[config.mk]
export PLATFORM = sky130hd
export DESIGN_NAME = i2c_master_register_access
export DESIGN_NICKNAME = d
export VERILOG_FILES = /design/src/rtl/core/i2cm_pkg.sv /design/src/rtl/core/i2c_master_register_access.sv /design/src/rtl/core/i2cm_seq.sv
export VERILOG_INCLUDE_DIRS = /design/src /design/src/rtl/core
export SDC_FILE = /design/constraint.sdc
export NUM_CORES = 1
export LEC_CHECK = 0
export BUFFER_PORTS_ARGS = -buffer_cell sky130_fd_sc_hd__buf_2
export CORE_MARGIN = 2
export CORE_UTILIZATION = 45
export CTS_BUF_LIST = sky130_fd_sc_hd__clkbuf_8
export CTS_CLUSTER_SIZE = 40
export DETAILED_ROUTE_END_ITERATION = 8
export PLACE_DENSITY = 0.73
export SLEW_MARGIN = 25
export SYNTH_ARGS = -nofsm -noshare
export SYNTH_HDL_FRONTEND = slang
export SYNTH_HIERARCHICAL = 1
export SYNTH_SLANG_ARGS = --single-unit
[constraint.sdc]
create_clock -name clk -period 4.2 [get_ports clk]
set_input_delay 0.84 -clock clk [delete_from_list [all_inputs] [get_ports clk]]
set_output_delay 0.84 -clock clk [all_outputs]
set_load 0.01 [all_outputs]
[src/rtl/core/i2c_master_register_access_macros.svh]
// ----------------------------------------------------------------------------
// I2C master register access: assertion macros
// Concurrent checks that compile away when SYNTHESIS is defined.
// ----------------------------------------------------------------------------
`ifndef I2C_MASTER_REGISTER_ACCESS_MACROS_SVH
`define I2C_MASTER_REGISTER_ACCESS_MACROS_SVH

`ifndef SYNTHESIS

// Condition that must hold at every enabled clock edge.
`define I2CM_ASSERT(lbl, clk, rstn, cond, msg) \
  lbl: assert property (@(posedge clk) disable iff (!rstn) (cond)) else $error(msg);

// Antecedent at one edge implies consequent at the next edge.
`define I2CM_ASSERT_NEXT(lbl, clk, rstn, ante, cons, msg) \
  lbl: assert property (@(posedge clk) disable iff (!rstn) (ante) |=> (cons)) else $error(msg);

`else

`define I2CM_ASSERT(lbl, clk, rstn, cond, msg)
`define I2CM_ASSERT_NEXT(lbl, clk, rstn, ante, cons, msg)

`endif

`endif

[src/rtl/core/i2cm_pkg.sv]
// ----------------------------------------------------------------------------
// I2C master register access package
// Shared types, codes and constants of the I2C master slot sequencer.
// ----------------------------------------------------------------------------
package i2cm_pkg;

  // Default depth of the write buffer and largest transfer length.
  localparam int unsigned MAX_LEN_DEF = 16;

  localparam int unsigned BYTE_W = 8;
  localparam int unsigned LEN_W  = 5;

  // Bit counter value that marks the acknowledge bit of a byte.
  localparam logic [3:0] BITS_PER_BYTE = 4'd8;

  // Command codes carried by each input beat.
  typedef enum logic [1:0] {
    CMD_TICK  = 2'd0,
    CMD_LOAD  = 2'd1,
    CMD_WRITE = 2'd2,
    CMD_READ  = 2'd3
  } cmd_t;

  // Transfer status codes.
  typedef enum logic [1:0] {
    ST_OK        = 2'd0,
    ST_ADDR_NACK = 2'd1,
    ST_DATA_NACK = 2'd2
  } status_t;

  // Sequencer phases.
  typedef enum logic [3:0] {
    PH_IDLE       = 4'd0,
    PH_START_HOLD = 4'd1,
    PH_DEVW       = 4'd2,
    PH_REG        = 4'd3,
    PH_DATA       = 4'd4,
    PH_RS1        = 4'd5,
    PH_RS2        = 4'd6,
    PH_RS3        = 4'd7,
    PH_RS4        = 4'd8,
    PH_DEVR       = 4'd9,
    PH_RX         = 4'd10,
    PH_STOP1      = 4'd11,
    PH_STOP2      = 4'd12,
    PH_STOP3      = 4'd13
  } phase_t;

  // One input beat.
  typedef struct packed {
    cmd_t              cmd;
    logic [BYTE_W-1:0] reg_addr;
    logic [BYTE_W-1:0] data_byte;
    logic [LEN_W-1:0]  length;
    logic              sda_in;
  } item_t;

  // One result beat.
  typedef struct packed {
    logic              scl_level;
    logic              sda_level;
    logic              busy_res;
    logic              rd_valid;
    logic [BYTE_W-1:0] rd_byte;
    logic              rd_last;
    logic              done_res;
    status_t           status;
  } res_t;

endpackage

[src/rtl/core/i2c_master_register_access.sv]
// ----------------------------------------------------------------------------
// I2C master register access
// I2C master that produces one bus timing slot per input beat.
// ----------------------------------------------------------------------------
// Usage:
// Each input beat carries a command (tick, load write byte, start write,
// start read) plus the sampled SDA level. Every accepted beat yields exactly
// one result beat with the SCL and SDA levels of that slot, busy and done
// flags, any received byte and the status of the latest transfer.
// Load beats fill the write buffer while idle; start beats launch a transfer,
// and tick beats then walk it through its slots. Loads and starts arriving
// during a transfer are dropped and repeat the held line levels.
// The user must write the device address on the cfg channel only while the
// block is idle; the block does not enforce this. A beat passes the input
// register, then the result register. One beat is accepted per cycle unless
// the receiver stalls; the only recurrence is the sequencer state.
// When the receiver stalls, the result and input registers fill and in_ready
// drops; no beat is lost. Reset returns the sequencer to idle with both lines
// released and clears the status and the device address.
// ----------------------------------------------------------------------------
`include "i2c_master_register_access_macros.svh"

module i2c_master_register_access #(
  parameter int unsigned MAX_LEN = i2cm_pkg::MAX_LEN_DEF
) (
  input  logic       clk,
  input  logic       rst_n,
  // Input channel
  input  logic       in_valid,
  output logic       in_ready,
  input  logic [1:0] in_cmd,
  input  logic [7:0] in_reg_addr,
  input  logic [7:0] in_data_byte,
  input  logic [4:0] in_length,
  input  logic       in_sda_in,
  // Result channel
  output logic       out_valid,
  input  logic       out_ready,
  output logic       out_scl_level,
  output logic       out_sda_level,
  output logic       out_busy_res,
  output logic       out_rd_valid,
  output logic [7:0] out_rd_byte,
  output logic       out_rd_last,
  output logic       out_done_res,
  output logic [1:0] out_status,
  // Configuration channel
  input  logic       cfg_valid,
  output logic       cfg_ready,
  input  logic [7:0] cfg_data
);
  import i2cm_pkg::*;

  logic  in_v_r;
  item_t item_r;
  logic  out_v_r;
  res_t  res_r;
  res_t  res;
  logic  advance;
  logic  step;
  logic  in_fire;

  // Pipeline handshake: the pipeline advances when the result register is empty or drains.
  assign advance   = !out_v_r || out_ready;
  assign step      = in_v_r && advance;
  assign in_ready  = !in_v_r || advance;
  assign in_fire   = in_valid && in_ready;
  assign cfg_ready = 1'b1;

  // Input register.
  always_ff @(posedge clk) begin
    if (!rst_n) begin
      in_v_r <= 1'b0;
    end else if (in_fire) begin
      in_v_r <= 1'b1;
    end else if (step) begin
      in_v_r <= 1'b0;
    end
  end

  always_ff @(posedge clk) begin
    if (in_fire) begin
      item_r.cmd       <= cmd_t'(in_cmd);
      item_r.reg_addr  <= in_reg_addr;
      item_r.data_byte <= in_data_byte;
      item_r.length    <= in_length;
      item_r.sda_in    <= in_sda_in;
    end
  end

  // Slot sequencer.
  i2cm_seq #(
    .MAX_LEN (MAX_LEN)
  ) u_seq (
    .clk      (clk),
    .rst_n    (rst_n),
    .step     (step),
    .item     (item_r),
    .cfg_we   (cfg_valid && cfg_ready),
    .cfg_data (cfg_data),
    .res      (res)
  );

  // Result register.
  always_ff @(posedge clk) begin
    if (!rst_n) begin
      out_v_r <= 1'b0;
    end else if (advance) begin
      out_v_r <= in_v_r;
    end
  end

  always_ff @(posedge clk) begin
    if (step) begin
      res_r <= res;
    end
  end

  assign out_valid     = out_v_r;
  assign out_scl_level = res_r.scl_level;
  assign out_sda_level = res_r.sda_level;
  assign out_busy_res  = res_r.busy_res;
  assign out_rd_valid  = res_r.rd_valid;
  assign out_rd_byte   = res_r.rd_byte;
  assign out_rd_last   = res_r.rd_last;
  assign out_done_res  = res_r.done_res;
  assign out_status    = res_r.status;

  // A received byte is only presented in the middle of a transfer.
  `I2CM_ASSERT(a_rd_in_busy, clk, rst_n, !(out_v_r && out_rd_valid) || out_busy_res, "rd_valid outside a transfer")

  // The done slot releases both lines and ends busy.
  `I2CM_ASSERT(a_done_release, clk, rst_n, !(out_v_r && out_done_res) || (!out_busy_res && out_scl_level && out_sda_level), "done slot does not release the bus")

  // The last-byte mark only travels with a received byte.
  `I2CM_ASSERT(a_last_with_byte, clk, rst_n, !(out_v_r && out_rd_last) || out_rd_valid, "rd_last without rd_valid")

  // A held input beat is neither dropped nor overwritten while the result stalls.
  `I2CM_ASSERT_NEXT(a_input_held, clk, rst_n, in_v_r && !advance, in_v_r && $stable(item_r), "input register lost a beat")

endmodule

[src/rtl/core/i2cm_seq.sv]
// ----------------------------------------------------------------------------
// I2C master slot sequencer
// Holds the transfer state and write buffer, and works out the line levels
// and status of one timing slot per step.
// ----------------------------------------------------------------------------
module i2cm_seq #(
  parameter int unsigned MAX_LEN = i2cm_pkg::MAX_LEN_DEF
) (
  input  logic            clk,
  input  logic            rst_n,
  input  logic            step,
  input  i2cm_pkg::item_t item,
  input  logic            cfg_we,
  input  logic [7:0]      cfg_data,
  output i2cm_pkg::res_t  res
);
  import i2cm_pkg::*;

  localparam int unsigned CNT_W = $clog2(MAX_LEN + 1);
  localparam int unsigned IDX_W = (MAX_LEN > 1) ? $clog2(MAX_LEN) : 1;
  localparam int unsigned CMP_W = (CNT_W > LEN_W) ? CNT_W : LEN_W;
  localparam logic [CMP_W-1:0] MAX_CMP = CMP_W'(MAX_LEN);
  localparam logic [CNT_W-1:0] MAX_CNT = CNT_W'(MAX_LEN);

  // State registers.
  phase_t            phase_r, phase_nxt;
  logic [3:0]        bit_count_r, bit_count_nxt;
  logic [1:0]        sub_slot_r, sub_slot_nxt;
  logic [BYTE_W-1:0] shift_r, shift_nxt;
  logic [CNT_W-1:0]  byte_count_r, byte_count_nxt;
  logic [CNT_W-1:0]  load_ptr_r, load_ptr_nxt;
  logic [CNT_W-1:0]  total_len_r, total_len_nxt;
  logic              read_mode_r, read_mode_nxt;
  status_t           last_status_r, last_status_nxt;
  logic              ack_seen_r, ack_seen_nxt;
  logic [BYTE_W-1:0] reg_latch_r, reg_latch_nxt;
  logic              scl_q_r, scl_q_nxt;
  logic              sda_q_r, sda_q_nxt;
  logic [BYTE_W-1:0] dev_addr_r;
  logic [BYTE_W-1:0] wbuf_r [MAX_LEN];

  // Slot decode helpers.
  logic              wr_en;
  logic [CNT_W:0]    bc_inc;
  logic              bit_lt8;
  logic              rx_last;
  logic [IDX_W-1:0]  rd_idx;
  logic [BYTE_W-1:0] buf_rd;
  logic [CMP_W-1:0]  len_w;
  logic [CNT_W-1:0]  len_sat;
  logic              scl, sda, busy, rv, rl, done;
  logic [BYTE_W-1:0] rb;

  assign bc_inc  = {1'b0, byte_count_r} + {{CNT_W{1'b0}}, 1'b1};
  assign bit_lt8 = (bit_count_r < BITS_PER_BYTE);
  assign rx_last = (bc_inc >= {1'b0, total_len_r});
  assign rd_idx  = (phase_r == PH_REG) ? '0 : bc_inc[IDX_W-1:0];
  assign buf_rd  = wbuf_r[rd_idx];
  assign len_w   = CMP_W'(item.length);
  assign len_sat = (len_w > MAX_CMP) ? MAX_CNT : CNT_W'(len_w);

  // Next state and slot outputs.
  always_comb begin
    phase_nxt       = phase_r;
    bit_count_nxt   = bit_count_r;
    sub_slot_nxt    = sub_slot_r;
    shift_nxt       = shift_r;
    byte_count_nxt  = byte_count_r;
    load_ptr_nxt    = load_ptr_r;
    total_len_nxt   = total_len_r;
    read_mode_nxt   = read_mode_r;
    last_status_nxt = last_status_r;
    ack_seen_nxt    = ack_seen_r;
    reg_latch_nxt   = reg_latch_r;
    scl             = scl_q_r;
    sda             = sda_q_r;
    busy            = 1'b1;
    rv              = 1'b0;
    rb              = '0;
    rl              = 1'b0;
    done            = 1'b0;
    wr_en           = 1'b0;

    if (phase_r == PH_IDLE) begin
      busy = 1'b0;
      scl  = 1'b1;
      sda  = 1'b1;
      case (item.cmd) inside
        CMD_LOAD: begin
          if (load_ptr_r < MAX_CNT) begin
            wr_en        = 1'b1;
            load_ptr_nxt = load_ptr_r + CNT_W'(1);
          end
        end
        CMD_WRITE, CMD_READ: begin
          read_mode_nxt = (item.cmd == CMD_READ);
          if (item.cmd == CMD_WRITE) begin
            load_ptr_nxt = '0;
          end
          reg_latch_nxt   = item.reg_addr;
          total_len_nxt   = len_sat;
          last_status_nxt = ST_OK;
          bit_count_nxt   = '0;
          sub_slot_nxt    = '0;
          byte_count_nxt  = '0;
          ack_seen_nxt    = 1'b0;
          shift_nxt       = dev_addr_r;
          phase_nxt       = PH_START_HOLD;
          busy            = 1'b1;
          scl             = 1'b1;
          sda             = 1'b0;
        end
        default: ;
      endcase
    end else if (item.cmd == CMD_TICK) begin
      unique case (phase_r) inside
        PH_START_HOLD: begin
          scl           = 1'b0;
          sda           = 1'b0;
          bit_count_nxt = '0;
          sub_slot_nxt  = '0;
          phase_nxt     = PH_DEVW;
        end
        PH_DEVW, PH_REG, PH_DATA, PH_DEVR: begin
          // Send a byte MSB first, then release SDA for the acknowledge bit.
          sda = bit_lt8 ? shift_r[BYTE_W-1] : 1'b1;
          scl = (sub_slot_r == 2'd1);
          if (sub_slot_r == 2'd1 && !bit_lt8) begin
            ack_seen_nxt = item.sda_in;
          end
          if (sub_slot_r == 2'd2) begin
            sub_slot_nxt = '0;
            if (bit_lt8) begin
              shift_nxt     = {shift_r[BYTE_W-2:0], 1'b0};
              bit_count_nxt = bit_count_r + 4'd1;
            end else begin
              bit_count_nxt = '0;
              // Decide what follows the acknowledge of this byte.
              case (phase_r)
                PH_DEVW: begin
                  if (ack_seen_r) begin
                    last_status_nxt = ST_ADDR_NACK;
                    phase_nxt       = PH_STOP1;
                  end else begin
                    shift_nxt = reg_latch_r;
                    phase_nxt = PH_REG;
                  end
                end
                PH_REG: begin
                  if (read_mode_r) begin
                    phase_nxt = PH_RS1;
                  end else if (total_len_r == '0) begin
                    phase_nxt = PH_STOP1;
                  end else begin
                    byte_count_nxt = '0;
                    shift_nxt      = buf_rd;
                    phase_nxt      = PH_DATA;
                  end
                end
                PH_DATA: begin
                  if (ack_seen_r) begin
                    last_status_nxt = ST_DATA_NACK;
                    phase_nxt       = PH_STOP1;
                  end else begin
                    byte_count_nxt = bc_inc[CNT_W-1:0];
                    if (rx_last) begin
                      phase_nxt = PH_STOP1;
                    end else begin
                      shift_nxt = buf_rd;
                    end
                  end
                end
                default: begin
                  if (ack_seen_r) begin
                    last_status_nxt = ST_ADDR_NACK;
                    phase_nxt       = PH_STOP1;
                  end else if (total_len_r == '0) begin
                    phase_nxt = PH_STOP1;
                  end else begin
                    byte_count_nxt = '0;
                    shift_nxt      = '0;
                    phase_nxt      = PH_RX;
                  end
                end
              endcase
            end
          end else begin
            sub_slot_nxt = sub_slot_r + 2'd1;
          end
        end
        PH_RX: begin
          // Sample data bits on SCL high, then ACK or NACK the byte.
          sda = bit_lt8 ? 1'b1 : rx_last;
          scl = (sub_slot_r == 2'd1);
          if (sub_slot_r == 2'd1 && bit_lt8) begin
            shift_nxt = {shift_r[BYTE_W-2:0], item.sda_in};
          end
          if (sub_slot_r == 2'd2 && !bit_lt8) begin
            rv = 1'b1;
            rb = shift_r;
            rl = rx_last;
          end
          if (sub_slot_r == 2'd2) begin
            sub_slot_nxt = '0;
            if (bit_lt8) begin
              bit_count_nxt = bit_count_r + 4'd1;
            end else begin
              bit_count_nxt  = '0;
              shift_nxt      = '0;
              byte_count_nxt = bc_inc[CNT_W-1:0];
              if (rx_last) begin
                phase_nxt = PH_STOP1;
              end
            end
          end else begin
            sub_slot_nxt = sub_slot_r + 2'd1;
          end
        end
        PH_RS1: begin
          scl       = 1'b0;
          sda       = 1'b1;
          phase_nxt = PH_RS2;
        end
        PH_RS2: begin
          scl       = 1'b1;
          sda       = 1'b1;
          phase_nxt = PH_RS3;
        end
        PH_RS3: begin
          scl       = 1'b1;
          sda       = 1'b0;
          phase_nxt = PH_RS4;
        end
        PH_RS4: begin
          scl           = 1'b0;
          sda           = 1'b0;
          shift_nxt     = dev_addr_r + 8'd1;
          bit_count_nxt = '0;
          sub_slot_nxt  = '0;
          phase_nxt     = PH_DEVR;
        end
        PH_STOP1: begin
          scl       = 1'b0;
          sda       = 1'b0;
          phase_nxt = PH_STOP2;
        end
        PH_STOP2: begin
          scl       = 1'b1;
          sda       = 1'b0;
          phase_nxt = PH_STOP3;
        end
        PH_STOP3: begin
          scl            = 1'b1;
          sda            = 1'b1;
          done           = 1'b1;
          busy           = 1'b0;
          bit_count_nxt  = '0;
          sub_slot_nxt   = '0;
          byte_count_nxt = '0;
          phase_nxt      = PH_IDLE;
        end
        default: begin
          scl       = 1'b1;
          sda       = 1'b1;
          busy      = 1'b0;
          phase_nxt = PH_IDLE;
        end
      endcase
    end

    scl_q_nxt = scl;
    sda_q_nxt = sda;
  end

  // Result of the current slot.
  always_comb begin
    res.scl_level = scl;
    res.sda_level = sda;
    res.busy_res  = busy;
    res.rd_valid  = rv;
    res.rd_byte   = rb;
    res.rd_last   = rl;
    res.done_res  = done;
    res.status    = last_status_nxt;
  end

  // State register, advanced once per accepted beat.
  always_ff @(posedge clk) begin
    if (!rst_n) begin
      phase_r       <= PH_IDLE;
      bit_count_r   <= '0;
      sub_slot_r    <= '0;
      shift_r       <= '0;
      byte_count_r  <= '0;
      load_ptr_r    <= '0;
      total_len_r   <= '0;
      read_mode_r   <= 1'b0;
      last_status_r <= ST_OK;
      ack_seen_r    <= 1'b0;
      reg_latch_r   <= '0;
      scl_q_r       <= 1'b1;
      sda_q_r       <= 1'b1;
    end else if (step) begin
      phase_r       <= phase_nxt;
      bit_count_r   <= bit_count_nxt;
      sub_slot_r    <= sub_slot_nxt;
      shift_r       <= shift_nxt;
      byte_count_r  <= byte_count_nxt;
      load_ptr_r    <= load_ptr_nxt;
      total_len_r   <= total_len_nxt;
      read_mode_r   <= read_mode_nxt;
      last_status_r <= last_status_nxt;
      ack_seen_r    <= ack_seen_nxt;
      reg_latch_r   <= reg_latch_nxt;
      scl_q_r       <= scl_q_nxt;
      sda_q_r       <= sda_q_nxt;
    end
  end

  // Device address register.
  always_ff @(posedge clk) begin
    if (!rst_n) begin
      dev_addr_r <= '0;
    end else if (cfg_we) begin
      dev_addr_r <= cfg_data;
    end
  end

  // Write buffer; entries hold garbage until loaded.
  always_ff @(posedge clk) begin
    if (step && wr_en) begin
      wbuf_r[load_ptr_r[IDX_W-1:0]] <= item.data_byte;
    end
  end

endmodule
==> results <==
- The number of instances in the synthesized netlist is a little over 900.
- After detailed routing, the number of vias per cell comes to 5.95.
- Compared with the post-synthesis result, the final layout area differs by 12.0%.
- The flip-flop and latch count after synthesis is 225.
- Dividing the detail-routed wire length by the instance count gives roughly 20 microns.
- The maximum buffer depth of the clock tree is 3.
- The number of antenna diodes in the final layout is 0.
- Setup violations remaining at the end of the flow were counted as 0.
- The number of hold buffers added after CTS was 0.
- For this run, the detailed router's first-pass iteration total came to 5.
- The root buffer cell is sky130_fd_sc_hd__clkbuf_8.
- For this block, the via count after detailed routing is 7696.
- The worst register-to-register path begins at u_seq/byte_count_r[0].
- Once the floorplan was initialized, standard cells occupied about 46% of the core.
- Data on the critical path arrives at its endpoint at about 4 ns.
- The clock network accounts for 40.1% of the total power.
- The die outline width is about 160 microns.
- The share of the clock period used by the worst path after layout is 82.6%.
- The kind of start point of the critical path is a register.
- The analysis attributes to cell leakage a power of just under 4 nW.
- Detailed placement ended at an HPWL of roughly 18000 microns.
- The post-synthesis cell type count is 84.
- The total internal power is 0.00349 W.
- The worst clock skew is just over 0.04 ns.
- The final-report hold violation count is 0.
- After synthesis, the mean cell area works out to 11.3 sq um.
- Along the worst path, the maximum fanout reaches 29.
- Counting the buffers created by CTS gives 37.
- Along the worst hold path, the cell count comes to 1.
- Cells with a size suffix above 1 make up between 15 and 20% of the layout.
- Sequential cells burn between 50% and 60% of the power.
- The die covers approximately 0.024 sq mm.
- The remaining global-route overflow is 0.
- The net switching power is between 0.001 and 0.0015 W.
- At the pin with the least slew margin, the transition time is 1.05 ns.
- The global-route wire length before repair is a little over 40000 microns.
- Counting the fill cells in the layout gives 2015.
- The count of nets left with antenna violations after detail routing is 0.
- The synthesis warning total is 6.
- TritonCTS built the clock tree.
- The area of the mapped netlist is about 0.010 sq mm.
- Setup repair after global routing left no endpoint under its margin.
- The fraction of synthesis flops using an asynchronous set or reset pin is 0%.
- Summing all placed instances gives a cell area of between 0.01 and 0.015 sq mm.
- The worst hold path belongs to the class in2reg.
- The worst setup path is of the reg2reg kind.
- The number of rows created at floorplan is 55.
- The register area share after synthesis is a little under 60%.
- Input and output buffers added on the ports amount to 54.
- The count of pins over their slew limit was 0.
- The post-synth net total is around 1000.
- The floorplan step set the die height to 156 microns.
- The worst flop-to-flop path endpoint is u_seq/shift_r[3].
- The setup TNS is 0 ns.
- The fraction of power consumed by combinational cells is around 6%.
- In the routed design, unresolved DRC markers number 0.
- The clock reaches the later pin of the worst-skew pair after 0.57 ns.
- VDD sags by at most roughly 0.00026 V.
- The total routing resource utilization after global routing is a little over a fifth.
- The final layout contains routed wiring with a total length of 26400 microns.
- In this run the power density over the cells is around 400 mW/mm^2.
- Among all flip-flop cells after synthesis, the most frequent one is sky130_fd_sc_hd__edfxtp_1.
- The final critical delay including setup and external delays is 3.47 ns.
- The starting DRC count in detailed routing is 759.
- The data required time of the worst path is ~4.7 ns.
- Net switching is 24.5% of the power.
- The run finished with clean final reports.
- Across the run, the number of max-cap violations was 0.
- The post-route standard cell area excluding fillers is 0.0117 sq mm.
- After clock tree synthesis, the clock-pin slew on the worst setup and hold paths is 0.06 ns.
- The endpoint type of the worst setup path is a register.
- The depth of the worst register-to-register path is 12.
- At the end of routability-driven placement, the weighted congestion stood at ~0.96.
- The worst-case hold path end point is item_r[7].
- Entering global routing, the biggest net connects 46 pins.
- For this design the top-level I/O count stands at 56.
- The post-cts repair resize count is 0.
- Post-CTS timing repair inserted 0 buffers for setup.
- The number of antenna violations at the first check in global routing came to 0.
- In this run the number of H-tree levels came out at 2.
- The count of flip-flops with a built-in enable after synthesis is 168.
- The worst hold path begins at in_data_byte[1].
- The total number of clock tree sinks is between 200 and 250.
- The core region is between 0.02 and 0.025 sq mm.
- At the end of the flow, the number of nets in the layout was 1034.
- Across all register-to-register paths, the minimum setup slack is 0.73 ns.
- Headroom to the max-slew limit came out at a little under a third.
- The number of global-route vias before repair came to between 7000 and 8000.
- Based on the critical path, the design can be clocked at up to about 290 MHz.
-- final cells by class --
class / instances / area (sq um) / area share (%)
Sequential cell: 225 / 6190 / 52.9
Multi-Input combinational cell: 612 / 3890 / 33.2
Clock buffer: 43 / 592 / 5.06
Timing Repair Buffer: 76 / 435 / 3.72
Tap cell: 285 / 357 / 3.05
Inverter: 29 / 109 / 0.930
Clock inverter: 24 / 138 / 1.18
-- cell usage after synthesis (7+ instances only) --
cell type / number / area [sq um]
sky130_fd_sc_hd__edfxtp_1: 168 / 5040
sky130_fd_sc_hd__nand2_1: 91 / 342
sky130_fd_sc_hd__a21oi_1: 87 / 435
sky130_fd_sc_hd__nor2_1: 78 / 293
sky130_fd_sc_hd__dfxtp_1: 57 / 1140
sky130_fd_sc_hd__o21ai_0: 53 / 265
sky130_fd_sc_hd__inv_1: 27 / 101
sky130_fd_sc_hd__nor3_1: 27 / 135
sky130_fd_sc_hd__mux2i_1: 24 / 240
sky130_fd_sc_hd__clkbuf_1: 20 / 75.1
sky130_fd_sc_hd__ha_1: 16 / 200
sky130_fd_sc_hd__buf_2: 15 / 75.1
sky130_fd_sc_hd__mux2_2: 15 / 169
sky130_fd_sc_hd__nand3_1: 15 / 75.1
sky130_fd_sc_hd__buf_1: 13 / 48.8
sky130_fd_sc_hd__nor2b_1: 11 / 68.8
sky130_fd_sc_hd__o211ai_1: 11 / 82.6
sky130_fd_sc_hd__o22ai_1: 11 / 68.8
sky130_fd_sc_hd__and2_1: 9 / 56.3
sky130_fd_sc_hd__buf_4: 9 / 67.6
sky130_fd_sc_hd__nand4_1: 9 / 56.3
sky130_fd_sc_hd__a22oi_1: 8 / 60.1
sky130_fd_sc_hd__a31oi_1: 8 / 50.1
sky130_fd_sc_hd__nand2b_1: 8 / 50.1
sky130_fd_sc_hd__o221ai_1: 7 / 61.3
sky130_fd_sc_hd__or3_1: 7 / 43.8
-- flip-flops by register name (all words and copies together) (netlist names), 4 cells and up --
| register | flops |
|---|---|
| u_seq/total_len_r | 5 |
| u_seq/bit_count_r | 4 |
| u_seq/wbuf_r | 128 |
| u_seq/reg_latch_r | 8 |
| u_seq/shift_r | 8 |
| u_seq/dev_addr_r | 8 |
| u_seq/phase_r | 4 |
| u_seq/byte_count_r | 5 |
| out_rd_byte | 8 |
| u_seq/load_ptr_r | 5 |
| item_r | 24 |
-- cells in the final DEF, fill, tap and decap left out, types with 10 or more instances in the layout --
master,n
sky130_fd_sc_hd__nor2b_1,10
sky130_fd_sc_hd__clkbuf_8,43
sky130_fd_sc_hd__edfxtp_1,168
sky130_fd_sc_hd__buf_2,54
sky130_fd_sc_hd__nor3_1,27
sky130_fd_sc_hd__o22ai_1,11
sky130_fd_sc_hd__inv_1,36
sky130_fd_sc_hd__mux2i_1,24
sky130_fd_sc_hd__nand2_1,91
sky130_fd_sc_hd__mux2_2,15
sky130_fd_sc_hd__ha_1,16
sky130_fd_sc_hd__a21oi_1,86
sky130_fd_sc_hd__buf_4,22
sky130_fd_sc_hd__nor2_1,78
sky130_fd_sc_hd__o211ai_1,11
sky130_fd_sc_hd__nand3_1,15
sky130_fd_sc_hd__dfxtp_1,57
sky130_fd_sc_hd__o21ai_0,53
-- worst max-delay path, cell delays in order (launching register included) --
cell	delay (ns)
sky130_fd_sc_hd__dfxtp_1	0.34
sky130_fd_sc_hd__buf_4	0.38
sky130_fd_sc_hd__nand3_1	0.15
sky130_fd_sc_hd__xor2_1	0.18
sky130_fd_sc_hd__buf_4	0.18
sky130_fd_sc_hd__inv_1	0.06
sky130_fd_sc_hd__ha_1	0.29
sky130_fd_sc_hd__a21oi_1	0.13
sky130_fd_sc_hd__a21boi_0	0.14
sky130_fd_sc_hd__o21ai_0	0.77
sky130_fd_sc_hd__a31o_1	0.45
sky130_fd_sc_hd__o211ai_1	0.16
sky130_fd_sc_hd__o22ai_1	0.19
-- worst max-delay path by stage --
stage / start / end / slack [ns]
final: u_seq/byte_count_r[0] / u_seq/shift_r[3] / 0.73
after global routing: u_seq/byte_count_r[0] / u_seq/shift_r[3] / 0.48
after CTS: u_seq/byte_count_r[0] / u_seq/shift_r[3] / 0.77
after detailed placement: u_seq/byte_count_r[0] / u_seq/shift_r[3] / 0.76
after global placement: u_seq/byte_count_r[0] / u_seq/shift_r[3] / 0.94
after floorplan: out_ready / u_seq/wbuf_r[0][0] / 0.74
-- power by group through the flow --
stage / combinational (W) / sequential, W / clock [W]
4_1_cts: 0.000275 / 0.00249 / 0.00189
3_5_place_dp: 0.000273 / 0.00254 / 0
3_3_place_gp: 0.000270 / 0.00253 / 0
6_report: 0.000276 / 0.00249 / 0.00185
5_1_grt: 0.000305 / 0.00250 / 0.00198
2_1_floorplan: 0.000203 / 0.00251 / 0
-- kinds of logic (layout without fill, tap and decap cells) --
kind of cell / Yosys count / after routing / synth area share, %
simple gates: 286 / 286 / 13.5
compound gates: 253 / 253 / 15.8
flops: 225 / 225 / 59.2
buf+inv: 87 / 172 / 3.70
mux: 43 / 43 / 4.78
fa+ha+maj: 17 / 17 / 2.01
xor+xnor: 12 / 12 / 1.01
other cells: 1 / 1 / 0.0359
-- layer usage --
metal	global-route usage, %	part of all wire [%]
met4	7.43	2.5
met1	29.8	42
met2	35.5	47
met3	4.04	7.9
met5	0	0
-- per-stage QoR --
| step | hold WS, ns | instances | utilization [%] | setup WS (ns) | power, W |
|---|---|---|---|---|---|
| detailed placement | 0.452 | 1227 | 48.3 | 0.765 | 0.00281 |
| global route | 0.443 | 1294 | 51.5 | 0.480 | 0.00478 |
| CTS | 0.433 | 1294 | 51.5 | 0.766 | 0.00466 |
| global placement | 0.445 | 1227 | 48.3 | 0.938 | 0.00280 |
| floorplan | 0.431 | 924 | - | 0.735 | 0.00271 |
| finish | 0.454 | 1294 | 51.5 | 0.730 | 0.00462 |
No activity file was read; power rests on OpenSTA's default activity.
